### src/hw/rtl/pixel_chunk_framer_counted_assert.svh
// ---------------------------------------------------------------------------
// Pixel chunk framer assertion macros
// Shared property wrappers, clocked on clk and disabled during reset.
// ---------------------------------------------------------------------------
`ifndef PIXEL_CHUNK_FRAMER_COUNTED_ASSERT_SVH
`define PIXEL_CHUNK_FRAMER_COUNTED_ASSERT_SVH

// Same-cycle implication.
`define PCF_ASSERT_NOW(lbl, ante, cons, msg) \
  lbl: assert property (@(posedge clk) disable iff (!rst_n) (ante) |-> (cons)) \
    else $error(msg);

// Next-cycle implication.
`define PCF_ASSERT_NEXT(lbl, ante, cons, msg) \
  lbl: assert property (@(posedge clk) disable iff (!rst_n) (ante) |=> (cons)) \
    else $error(msg);

`endif

### src/hw/rtl/pcf_pkg.sv
// ---------------------------------------------------------------------------
// Pixel chunk framer package
// Shared widths, record codes and sequencer state type.
// ---------------------------------------------------------------------------
package pcf_pkg;

  localparam int BYTE_W  = 8;
  localparam int PIX_W   = 5 * BYTE_W;
  localparam int OUT_D_W = PIX_W + 2 * BYTE_W;

  localparam logic KIND_HDR = 1'b0;
  localparam logic KIND_PIX = 1'b1;

  localparam logic [BYTE_W-1:0] NO_DELAY = 8'h00;

  typedef enum logic [2:0] {
    S_IDLE = 3'b001,
    S_HDR  = 3'b010,
    S_PIX  = 3'b100
  } seq_state_t;

endpackage

### src/hw/rtl/pcf_ram.sv
// ---------------------------------------------------------------------------
// Chunk buffer RAM
// Simple dual-port memory, one write and one registered read per cycle.
// ---------------------------------------------------------------------------
module pcf_ram #(
  parameter int DEPTH  = 63,
  parameter int ADDR_W = 6
) (
  input  logic                      clk,
  input  logic                      wr_en,
  input  logic [ADDR_W-1:0]         wr_addr,
  input  logic [pcf_pkg::PIX_W-1:0] wr_data,
  input  logic                      rd_en,
  input  logic [ADDR_W-1:0]         rd_addr,
  output logic [pcf_pkg::PIX_W-1:0] rd_data
);
  import pcf_pkg::*;

  logic [PIX_W-1:0] mem [DEPTH];
  logic [PIX_W-1:0] rd_data_r;

  always_ff @(posedge clk) begin
    if (wr_en) begin
      mem[wr_addr] <= wr_data;
    end
  end

  always_ff @(posedge clk) begin
    if (rd_en) begin
      rd_data_r <= mem[rd_addr];
    end
  end

  assign rd_data = rd_data_r;

endmodule

### src/hw/rtl/pixel_chunk_framer_counted.sv
// A closing pixel or empty-frame item enters S_HDR; its header loads once the output is free.
// Pixel records follow one per cycle from the registered RAM read, absent back-pressure.
// A buffered pixel leaves the input ready for the next one; a closing one holds it off while the
// header and then its n pixels go out, by n replay reads through the single RAM read port.
// Reset (rst_n low, synchronous): buffer empty, next header is first of frame, delay 0.
// The RAM contents are not cleared.
// ---------------------------------------------------------------------------
// Pixel chunk framer
// Buffers pixels of a frame and emits chunks of a header plus pixel records.
// ---------------------------------------------------------------------------
`include "pixel_chunk_framer_counted_assert.svh"

module pixel_chunk_framer_counted #(
  parameter int MAX_CHUNK_PIXELS = 63
) (
  input  logic                        clk,
  input  logic                        rst_n,
  // cfg
  input  logic                        cfg_valid,
  output logic                        cfg_ready,
  input  logic [pcf_pkg::BYTE_W-1:0]  cfg_data,    // frame_delay
  // input stream
  input  logic                        in_tvalid,
  output logic                        in_tready,
  input  logic [pcf_pkg::PIX_W-1:0]   in_tdata,    // pos_x, pos_y, red, green, blue
  input  logic                        in_tlast,    // last_pixel
  input  logic                        in_tuser,    // empty_frame
  // output stream
  output logic                        out_tvalid,
  input  logic                        out_tready,
  output logic [pcf_pkg::OUT_D_W-1:0] out_tdata,   // delay_value, pixel_count, out_x,
                                                   // out_y, out_red, out_green, out_blue
  output logic                        out_tlast,   // run_end
  output logic [1:0]                  out_tuser    // record_kind, frame_end
);
  import pcf_pkg::*;

  localparam int CNT_W  = $clog2(MAX_CHUNK_PIXELS + 1);
  localparam int ADDR_W = (MAX_CHUNK_PIXELS > 1) ? $clog2(MAX_CHUNK_PIXELS) : 1;

  seq_state_t        state_r, state_nxt;
  logic [CNT_W-1:0]  count_r, count_nxt;
  logic              first_r, first_nxt;
  logic [BYTE_W-1:0] delay_r;
  logic [BYTE_W-1:0] hdr_dly_r;
  logic [CNT_W-1:0]  hdr_cnt_r;
  logic              hdr_last_r;
  logic              hdr_empty_r;
  logic [CNT_W-1:0]  idx_r;
  logic              rd_vld_r;

  logic               out_valid_r;
  logic [OUT_D_W-1:0] out_data_r;
  logic               out_kind_r;
  logic               out_fend_r;
  logic               out_rend_r;

  logic              in_fire, close, out_free, hdr_load, pix_load, pix_final;
  logic              rd_en, wr_en;
  logic [CNT_W-1:0]  cnt_inc, idx_inc;
  logic [ADDR_W-1:0] rd_addr;
  logic [PIX_W-1:0]  rd_data;

  assign cfg_ready = 1'b1;
  assign in_tready = (state_r == S_IDLE);
  assign in_fire   = in_tvalid && in_tready;
  assign cnt_inc   = count_r + 1'b1;
  assign close     = !in_tuser && ((cnt_inc == CNT_W'(MAX_CHUNK_PIXELS)) || in_tlast);

  assign out_free  = !out_valid_r || out_tready;
  assign hdr_load  = (state_r == S_HDR) && out_free;
  assign pix_load  = (state_r == S_PIX) && rd_vld_r && out_free;
  assign idx_inc   = idx_r + 1'b1;
  assign pix_final = (idx_inc == hdr_cnt_r);

  assign wr_en   = in_fire && !in_tuser;
  assign rd_en   = (hdr_load && !hdr_empty_r) || (pix_load && !pix_final);
  assign rd_addr = hdr_load ? '0 : idx_inc[ADDR_W-1:0];

  pcf_ram #(
    .DEPTH  (MAX_CHUNK_PIXELS),
    .ADDR_W (ADDR_W)
  ) u_ram (
    .clk     (clk),
    .wr_en   (wr_en),
    .wr_addr (count_r[ADDR_W-1:0]),
    .wr_data (in_tdata),
    .rd_en   (rd_en),
    .rd_addr (rd_addr),
    .rd_data (rd_data)
  );

  always_comb begin
    state_nxt = state_r;
    count_nxt = count_r;
    first_nxt = first_r;
    unique case (state_r)
      S_IDLE: begin
        if (in_fire) begin
          if (in_tuser) begin
            count_nxt = '0;
            first_nxt = 1'b1;
            state_nxt = S_HDR;
          end else if (close) begin
            count_nxt = '0;
            first_nxt = in_tlast;
            state_nxt = S_HDR;
          end else begin
            count_nxt = cnt_inc;
          end
        end
      end
      S_HDR: begin
        if (hdr_load) begin
          state_nxt = hdr_empty_r ? S_IDLE : S_PIX;
        end
      end
      S_PIX: begin
        if (pix_load && pix_final) begin
          state_nxt = S_IDLE;
        end
      end
      default: state_nxt = S_IDLE;
    endcase
  end

  always_ff @(posedge clk) begin
    if (!rst_n) begin
      state_r     <= S_IDLE;
      count_r     <= '0;
      first_r     <= 1'b1;
      delay_r     <= '0;
      rd_vld_r    <= 1'b0;
      out_valid_r <= 1'b0;
    end else begin
      state_r <= state_nxt;
      count_r <= count_nxt;
      first_r <= first_nxt;
      if (cfg_valid && cfg_ready) begin
        delay_r <= cfg_data;
      end
      if (rd_en) begin
        rd_vld_r <= 1'b1;
      end else if (pix_load) begin
        rd_vld_r <= 1'b0;
      end
      if (hdr_load || pix_load) begin
        out_valid_r <= 1'b1;
      end else if (out_tready) begin
        out_valid_r <= 1'b0;
      end
    end
  end

  always_ff @(posedge clk) begin
    if (in_fire) begin
      hdr_empty_r <= in_tuser;
      hdr_last_r  <= in_tlast;
      hdr_cnt_r   <= in_tuser ? '0 : cnt_inc;
      hdr_dly_r   <= (in_tuser || first_r) ? delay_r : NO_DELAY;
    end
    if (hdr_load) begin
      idx_r <= '0;
    end else if (pix_load) begin
      idx_r <= idx_inc;
    end
    if (hdr_load) begin
      out_data_r <= {{PIX_W{1'b0}}, BYTE_W'(hdr_cnt_r), hdr_dly_r};
      out_kind_r <= KIND_HDR;
      out_rend_r <= hdr_empty_r;
      out_fend_r <= hdr_empty_r;
    end else if (pix_load) begin
      out_data_r <= {rd_data, {(2 * BYTE_W){1'b0}}};
      out_kind_r <= KIND_PIX;
      out_rend_r <= pix_final;
      out_fend_r <= pix_final && hdr_last_r;
    end
  end

  assign out_tvalid = out_valid_r;
  assign out_tdata  = out_data_r;
  assign out_tlast  = out_rend_r;
  assign out_tuser  = {out_fend_r, out_kind_r};

  `PCF_ASSERT_NOW(a_count_bound, 1'b1, count_r < CNT_W'(MAX_CHUNK_PIXELS), "count overflow")
  `PCF_ASSERT_NOW(a_rd_only_replay, rd_vld_r, state_r == S_PIX, "read data outside replay")
  `PCF_ASSERT_NOW(a_idx_bound, state_r == S_PIX, idx_r < hdr_cnt_r, "replay index past chunk")
  `PCF_ASSERT_NEXT(a_final_to_idle, pix_load && pix_final, state_r == S_IDLE, "replay overrun")
  `PCF_ASSERT_NEXT(a_close_to_hdr, in_fire && (in_tuser || close), state_r == S_HDR,
                   "closing transaction without header")

endmodule

### config.mk
export PLATFORM = sky130hd
export DESIGN_NAME = pixel_chunk_framer_counted
export DESIGN_NICKNAME = d
export VERILOG_FILES = /design/src/hw/rtl/pcf_pkg.sv /design/src/hw/rtl/pcf_ram.sv /design/src/hw/rtl/pixel_chunk_framer_counted.sv
export VERILOG_INCLUDE_DIRS = /design/src /design/src/hw/rtl
export SDC_FILE = /design/constraint.sdc
export NUM_CORES = 2
export LEC_CHECK = 0
export ABC_CLOCK_PERIOD_IN_PS = 7350
export BUFFER_PORTS_ARGS = -buffer_cell sky130_fd_sc_hd__buf_2
export CORE_ASPECT_RATIO = 0.9
export CORE_MARGIN = 4
export CORE_UTILIZATION = 27
export CTS_CLUSTER_DIAMETER = 150
export CTS_CLUSTER_SIZE = 25
export DETAILED_ROUTE_END_ITERATION = 12
export GPL_ROUTABILITY_DRIVEN = 0
export PLACE_DENSITY = 0.4
export REMOVE_ABC_BUFFERS = 1
export SLEW_MARGIN = 5
export SYNTH_ARGS = -nofsm -noshare
export SYNTH_HDL_FRONTEND = slang
export SYNTH_SLANG_ARGS = --single-unit
export TNS_END_PERCENT = 1
### constraint.sdc
create_clock -name clk -period 7.35 [get_ports clk]
set_clock_uncertainty 0.15 [all_clocks]
set_input_delay 0.3675 -clock clk [delete_from_list [all_inputs] [get_ports clk]]
set_output_delay 0.3675 -clock clk [all_outputs]
set_load 0.02 [all_outputs]
==> Word level (Yosys, flattened, before mapping) <==
Memory sizes are Yosys's and may differ from the RTL's. A register that Yosys moved wholly into a read port is not among the register bits.
Index checks and enable logic that the tools add are counted.
{ "totals": {"output_inout_bits": 62, "mem_bits_rw": 2520, "register_bits": 99, "mem_count": 1} }
{ "classes": {"n_mux": 24, "n_addsub": 2, "reduce_logical": 26, "n_eq_ne": 9} }
{ "memory_table": {"columns": ["name", "words", "width", "read_ports", "rd_ports_with_merged_regs", "wr", "line_no", "source"], "rows": [
  ["u_ram.mem", 63, 40, 1, 1, 1, "pcf_ram.sv:19", "logic [PIX_W-1:0] mem [DEPTH];"]
]} }
{ "ops": {"columns": ["cell", "n"], "rows": [
  ["2-to-1 mux 14 bit", 2],
  ["2-to-1 mux 3 bit", 6],
  ["2-to-1 mux 6 bit", 3],
  ["adder 6 x 1 -> 6 bit (second input constant)", 2],
  ["2-to-1 mux 1 bit", 12],
  ["logical AND 1 bit", 10],
  ["one-hot mux 3 bit (3 select lines)", 1],
  ["nonzero test 2 bit", 4],
  ["equality test 6 bit", 1],
  ["equality test 6 bit (second input constant)", 1],
  ["logical OR 1 bit", 5],
  ["zero test 1 bit", 4],
  ["!= test 2 x 1 -> 1 bit (second input constant)", 2],
  ["AND reduction 4 bit", 1],
  ["equality test 3 x 1 -> 1 bit (second input constant)", 1],
  ["equality test 3 x 2 -> 1 bit (second input constant)", 1],
  ["equality test 3 bit (second input constant)", 1],
  ["!= test 3 x 1 -> 1 bit (second input constant)", 1],
  ["AND reduction 3 bit", 1],
  ["!= test 2 bit (second input constant)", 1],
  ["AND reduction 2 bit", 1]
]} }

==> Logic depth before layout (Yosys ltp) <==
{ "depth": {"ltp_word": 8, "depth_mapped": 12, "mapped_depth_nobuf": 8} }

==> Hierarchy <==
A second synthesis with hierarchy kept.
{ "unflattened": {"hier_cells": 5008, "hier_area_um2": 102569.6} }
{ "modules_own_cells": {"columns": ["module", "area_each_um2", "n_inst", "cells_per_inst", "seq_area_each_um2"], "rows": [
  ["pcf_ram", 98507.0, 1, 4583, 76873.7],
  ["pixel_chunk_framer_counted", 4062.6, 1, 425, 2302.2]
]} }

==> Worst setup path after synthesis <==
OpenSTA, ideal clock, no wires.
{ "synth_timing": {"path_kind": "reg2reg", "start": "reg state_r[0]", "end": "mem u_ram.mem[54][0] (netlist bit) (enable)", "arrival_time_ns": 3.461, "slack_ns": 3.301, "stages_incl_launch_ff": 7, "required_ns": 6.762, "period_less_slack_ns": 4.049, "cell_sequence": "dfxtp_1 > nor2b_1 > nor2b_1 > nand2_1 > nor3_1 > nand3_1 > nor2_1"} }
{ "synth_between": {"elab_chain_cells": 5} }
{ "synth_lines": {"columns": ["element", "line_no", "source"], "rows": [
  ["start: declaration", "pixel_chunk_framer_counted.sv:41", "seq_state_t state_r, state_nxt;"],
  ["start signal: assignment", "pixel_chunk_framer_counted.sv:136", "state_r <= state_nxt;"],
  ["equality test 3 x 1 -> 1 bit", "pixel_chunk_framer_counted.sv:65", "assign in_tready = (state_r == S_IDLE);"],
  ["net in_tready", "pixel_chunk_framer_counted.sv:24", "output logic in_tready,"],
  ["logical AND 1 bit", "pixel_chunk_framer_counted.sv:66", "assign in_fire = in_tvalid && in_tready;"],
  ["logical AND 1 bit", "pixel_chunk_framer_counted.sv:76", "assign wr_en = in_fire && !in_tuser;"],
  ["2-to-1 mux 1 bit", "pcf_ram.sv:23", "if (wr_en) begin"],
  ["2-to-1 mux 1 bit (not written as such)", "pcf_ram.sv:24", "mem[wr_addr] <= wr_data;"],
  ["end: declaration", "pcf_ram.sv:19", null]
]} }
The timed path passes the listed nets, and every way through them passes these cells.

==> Final worst setup path <==
{ "layout_timing": {"start": "reg idx_r[0]", "end": "reg u_ram.rd_data_r[36] (netlist: u_ram.rd_data[36]), read port of u_ram.mem, data pin"} }
{ "layout_between": {"elab_chain_cells": 5, "elab_cells_between_ends": 6} }
{ "layout_lines": {"columns": ["element", "line_no", "source"], "rows": [
  ["start: declaration", "pixel_chunk_framer_counted.sv:49", "logic [CNT_W-1:0] idx_r;"],
  ["start signal: assignment", "pixel_chunk_framer_counted.sv:165", "idx_r <= idx_inc;"],
  ["adder 6 x 1 -> 6 bit (*)", "pixel_chunk_framer_counted.sv:73", "assign idx_inc = idx_r + 1'b1;"],
  ["equality test 6 bit", "pixel_chunk_framer_counted.sv:74", "assign pix_final = (idx_inc == hdr_cnt_r);"],
  ["zero test 1 bit", "pixel_chunk_framer_counted.sv:77", "assign rd_en = (hdr_load && !hdr_empty_r) || (pix_load && !pix_final);"],
  ["logical AND 1 bit", "pixel_chunk_framer_counted.sv:77", null],
  ["logical OR 1 bit", "pixel_chunk_framer_counted.sv:77", null],
  ["end: declaration", "pcf_ram.sv:20", "logic [PIX_W-1:0] rd_data_r;"]
]} }
Mark *: on every way between the ends. The rest lies on a longest branch, timed or not.
A chain may end at the register's enable or synchronous reset.

==> results.md <==
- Status: complete, no violations
- Final wirelength: 416 mm
- WL per Instance: 34.8 µm
- Die W: 664 µm
- Clk Latency, worst-skew pair: 970 ps
- Post-layout nets: 6778
- Min setup slack post-route: 1970 ps
- Final Setup Violations: 0
- Synth top cells by count: 2592 x edfxtp_1, 537 x nand2_1, 508 x a21oi_1
- CP cell instances: buf_12, inv_6, o21ai_4, buf_4, mux2i_1, o22ai_1, a211o_1, a21oi_1, a311oi_1
- Number of flops mapped to enable cells by yosys: 2592
- Cells after Synth: 6638
- CTS tree: yes
- Global-route wire length before repair: 560 mm
- Share of the synthesized area in the top cell type: 0.745
- Yosys top cell by area: edfxtp_1
- Top-level I/O count: 117
- Root Buffer: clkbuf_16
- Leak: 0.0340 µW
- Syn-to-layout area delta: 11.3%
- Post-Syn Area: 105000 µm²
- Slowest CP cell: a311oi_1
- Drt first pass iters: 6
- Commonest register cell after synthesis: edfxtp_1
- DIE HEIGHT: 598 µm
- Seq/Total Area, Yosys: 0.757
- Max-slew violation count: 0
- Main area contributors after synthesis: edfxtp_1 74%, mux2i_1 3.7%, a21oi_1 2.4%
- Post-route clock period utilization: 0.732
- Layout fillers: 38200
- Via density: 5.35
- CP max stage delay: 910 ps
- Arrival time worst endpoint: 5790 ps
- Final ANT Viol Nets: 0
- Initial antenna violation count: 38
- Clock Sink Count: 2659
- Clk pin slew, worst setup/hold paths: 120 ps
- FF-to-FF End: u_ram.rd_data[36]
- Share of post-route cells with drive strength above 1: 0.119
- Hold Crit Class: input port to flop
- WHS Endpoint: u_ram.mem[56][30]
- Worst R2R Setup Slack: 1970 ps
- Fin. Hold Viols: 0
- Setup WS pre-CTS: 1830 ps
- Reg-to-reg startpoint: idx_r[0]
- Hold Path Depth: 2
- Tot Pwr: 25800 µW
- Actual slew at the worst max-slew pin: 1310 ps
- Site Rows: 216
- Vias in the first global route: 60800
- Ys Warns: 0
- CP startpoint kind: flop
- Fmax: 186 MHz
- Starting density of the core: 0.271
- Die area: 397000 µm²
- Max Root-Sink Buffers: 4
- Number of buffers created by CTS: 121
- Buffers on Ports: 113
- Post-Syn Area per Cell: 15.7 µm²
- Ys async rst share: 0
- Slew Limit Headroom: 0.127
- PwrDens: 222 nW/µm²
- Crit Path Class: flop to flop
- Worst Path Required: 7760 ps
- Gr usage total: 0.203
- GRT Residual Overflow: 0
- Dpl hpwl: 241 mm
- R2R depth: 9
- H-tree Lvls: 3
- Hold Path Origin: in_tdata[30]
- DRC: 0
- Period minus WS final: 5380 ps
- Max_cap viols: 0
- Yosys reg bits: 2659
- Most frequent cell after synthesis: edfxtp_1
- Largest net degree at the start of global routing: 120
- Count of unique library cells instantiated by Yosys: 93
- CP max FO: 78
- Initial DRC Count: 8531
- CP Capture Type: flop
- DR vias: 63900
- Peak supply drop: 0.197 mV
- RSZ-0062 raised after global routing: false
- Core box area: 385000 µm²
worst max-delay path by stage:
stage,to,slack [ps],start,depth (start not counted)
finish,u_ram.rd_data[36],1970,idx_r[0],9
CTS,u_ram.rd_data[36],1830,idx_r[0],9
detailed placement,u_ram.rd_data[36],1830,idx_r[0],9
floorplan,u_ram.rd_data[17],-38130,idx_r[0],6
global placement,u_ram.rd_data[36],1680,idx_r[0],8
global route,u_ram.rd_data[36],1830,idx_r[0],9
metrics by stage:
stage / hold WS [ps] / cell area, µm² / TNS (ps) / util / cells
after floorplan: 302 / 102000 / -2470660 / - / 6159
after global placement: 296 / 112000 / 0 / 0.291 / 11700
after detailed placement: 300 / 112000 / 0 / 0.291 / 11700
after CTS: 1.14 / 116000 / 0 / 0.302 / 11900
after global routing: 10.6 / 116000 / 0 / 0.302 / 11900
final: 11.4 / 116000 / 0 / 0.302 / 12000
critical path, delay by kind of cell (launching register included):
family | cells | cell delay (ps)
muxes | 1 | 170
DFF | 1 | 750
buffers and inverters | 3 | 1720
AOI/OAI and AO/OA | 5 | 2070
layer usage:
| layer | part of all wire | vias to the layer above | track usage |
|---|---|---|---|
| met2 | 0.45 | 2635 | 0.320 |
| met3 | 0.060 | 359 | 0.0190 |
| met4 | 0.024 | 4 | 0.0458 |
| met1 | 0.46 | 34500 | 0.301 |
| met5 | 0.000065 | - | 0 |
| li1 | - | 26400 | - |
area by class of cell:
| type | instances | area [µm²] | share of cell area |
|---|---|---|---|
| tap | 5123 | 6410 | 0.0551 |
| inverter | 8 | 40.0 | 0.000344 |
| sequential | 2659 | 79200 | 0.680 |
| antenna | 8 | 20.0 | 0.000172 |
| clock inverter | 5 | 77.6 | 0.000667 |
| clock buffer | 219 | 3420 | 0.0294 |
| timing repair buffer | 438 | 3500 | 0.0301 |
| multi-input combinational | 3492 | 23700 | 0.204 |
logic make-up after synthesis:
group	after synthesis	synth area share
other cells	2	0.0000718
flops	2659	0.757
buf+inv	488	0.0232
simple gates	1186	0.0504
mux	521	0.0575
compound gates	1760	0.109
fa+ha+maj	3	0.000359
xor+xnor	19	0.00188
sequential cells by signal, indices dropped and copies added, names as in the netlist:
| name | flops |
|---|---|
| u_ram.mem | 2520 |
| out_tdata | 54 |
| u_ram.rd_data | 40 |
| delay_r | 8 |
| hdr_dly_r | 8 |
| count_r | 6 |
| hdr_cnt_r | 6 |
| idx_r | 6 |
| state_r | 3 |
| first_r | 1 |
| hdr_empty_r | 1 |
| hdr_last_r | 1 |
| out_fend_r | 1 |
| out_kind_r | 1 |
| out_tlast | 1 |
| out_tvalid | 1 |
| rd_vld_r | 1 |
layout by cell type, fill, tap and decap left out, drive strengths merged, types with 31 or more instances in the layout:
| master | netlist | layout |
|---|---|---|
| nand2 | 538 | 538 |
| dlygate4sd3 | 0 | 59 |
| a221oi | 87 | 87 |
| or2 | 38 | 38 |
| a211oi | 76 | 76 |
| o221ai | 125 | 125 |
| a31oi | 58 | 58 |
| a21oi | 511 | 511 |
| o311a | 33 | 33 |
| nor2 | 250 | 250 |
| edfxtp | 2592 | 2592 |
| o22ai | 91 | 91 |
| nor2b | 31 | 31 |
| o21ai | 430 | 430 |
| mux2 | 82 | 82 |
| o31ai | 37 | 37 |
| nor3 | 123 | 123 |
| dfxtp | 67 | 67 |
| and3 | 38 | 38 |
| clkbuf | 152 | 219 |
| o211ai | 67 | 67 |
| mux4 | 55 | 55 |
| buf | 328 | 379 |
| mux2i | 384 | 384 |
| nand3 | 90 | 90 |
repair_timing:
action | CTS | global route
hold endpoints to repair | 1413 | 0
resized for setup | 0 | 0
hold buffers | 59 | 0
buffers inserted | 0 | 0
power by group:
part	switching (µW)	leakage, µW	total [µW]	internal, µW
registers	30.5	0.0239	16700	16700
clock network	4950	0.00165	8140	3190
logic	770	0.00851	980	210
No activity file was read; power rests on OpenSTA's default activity.
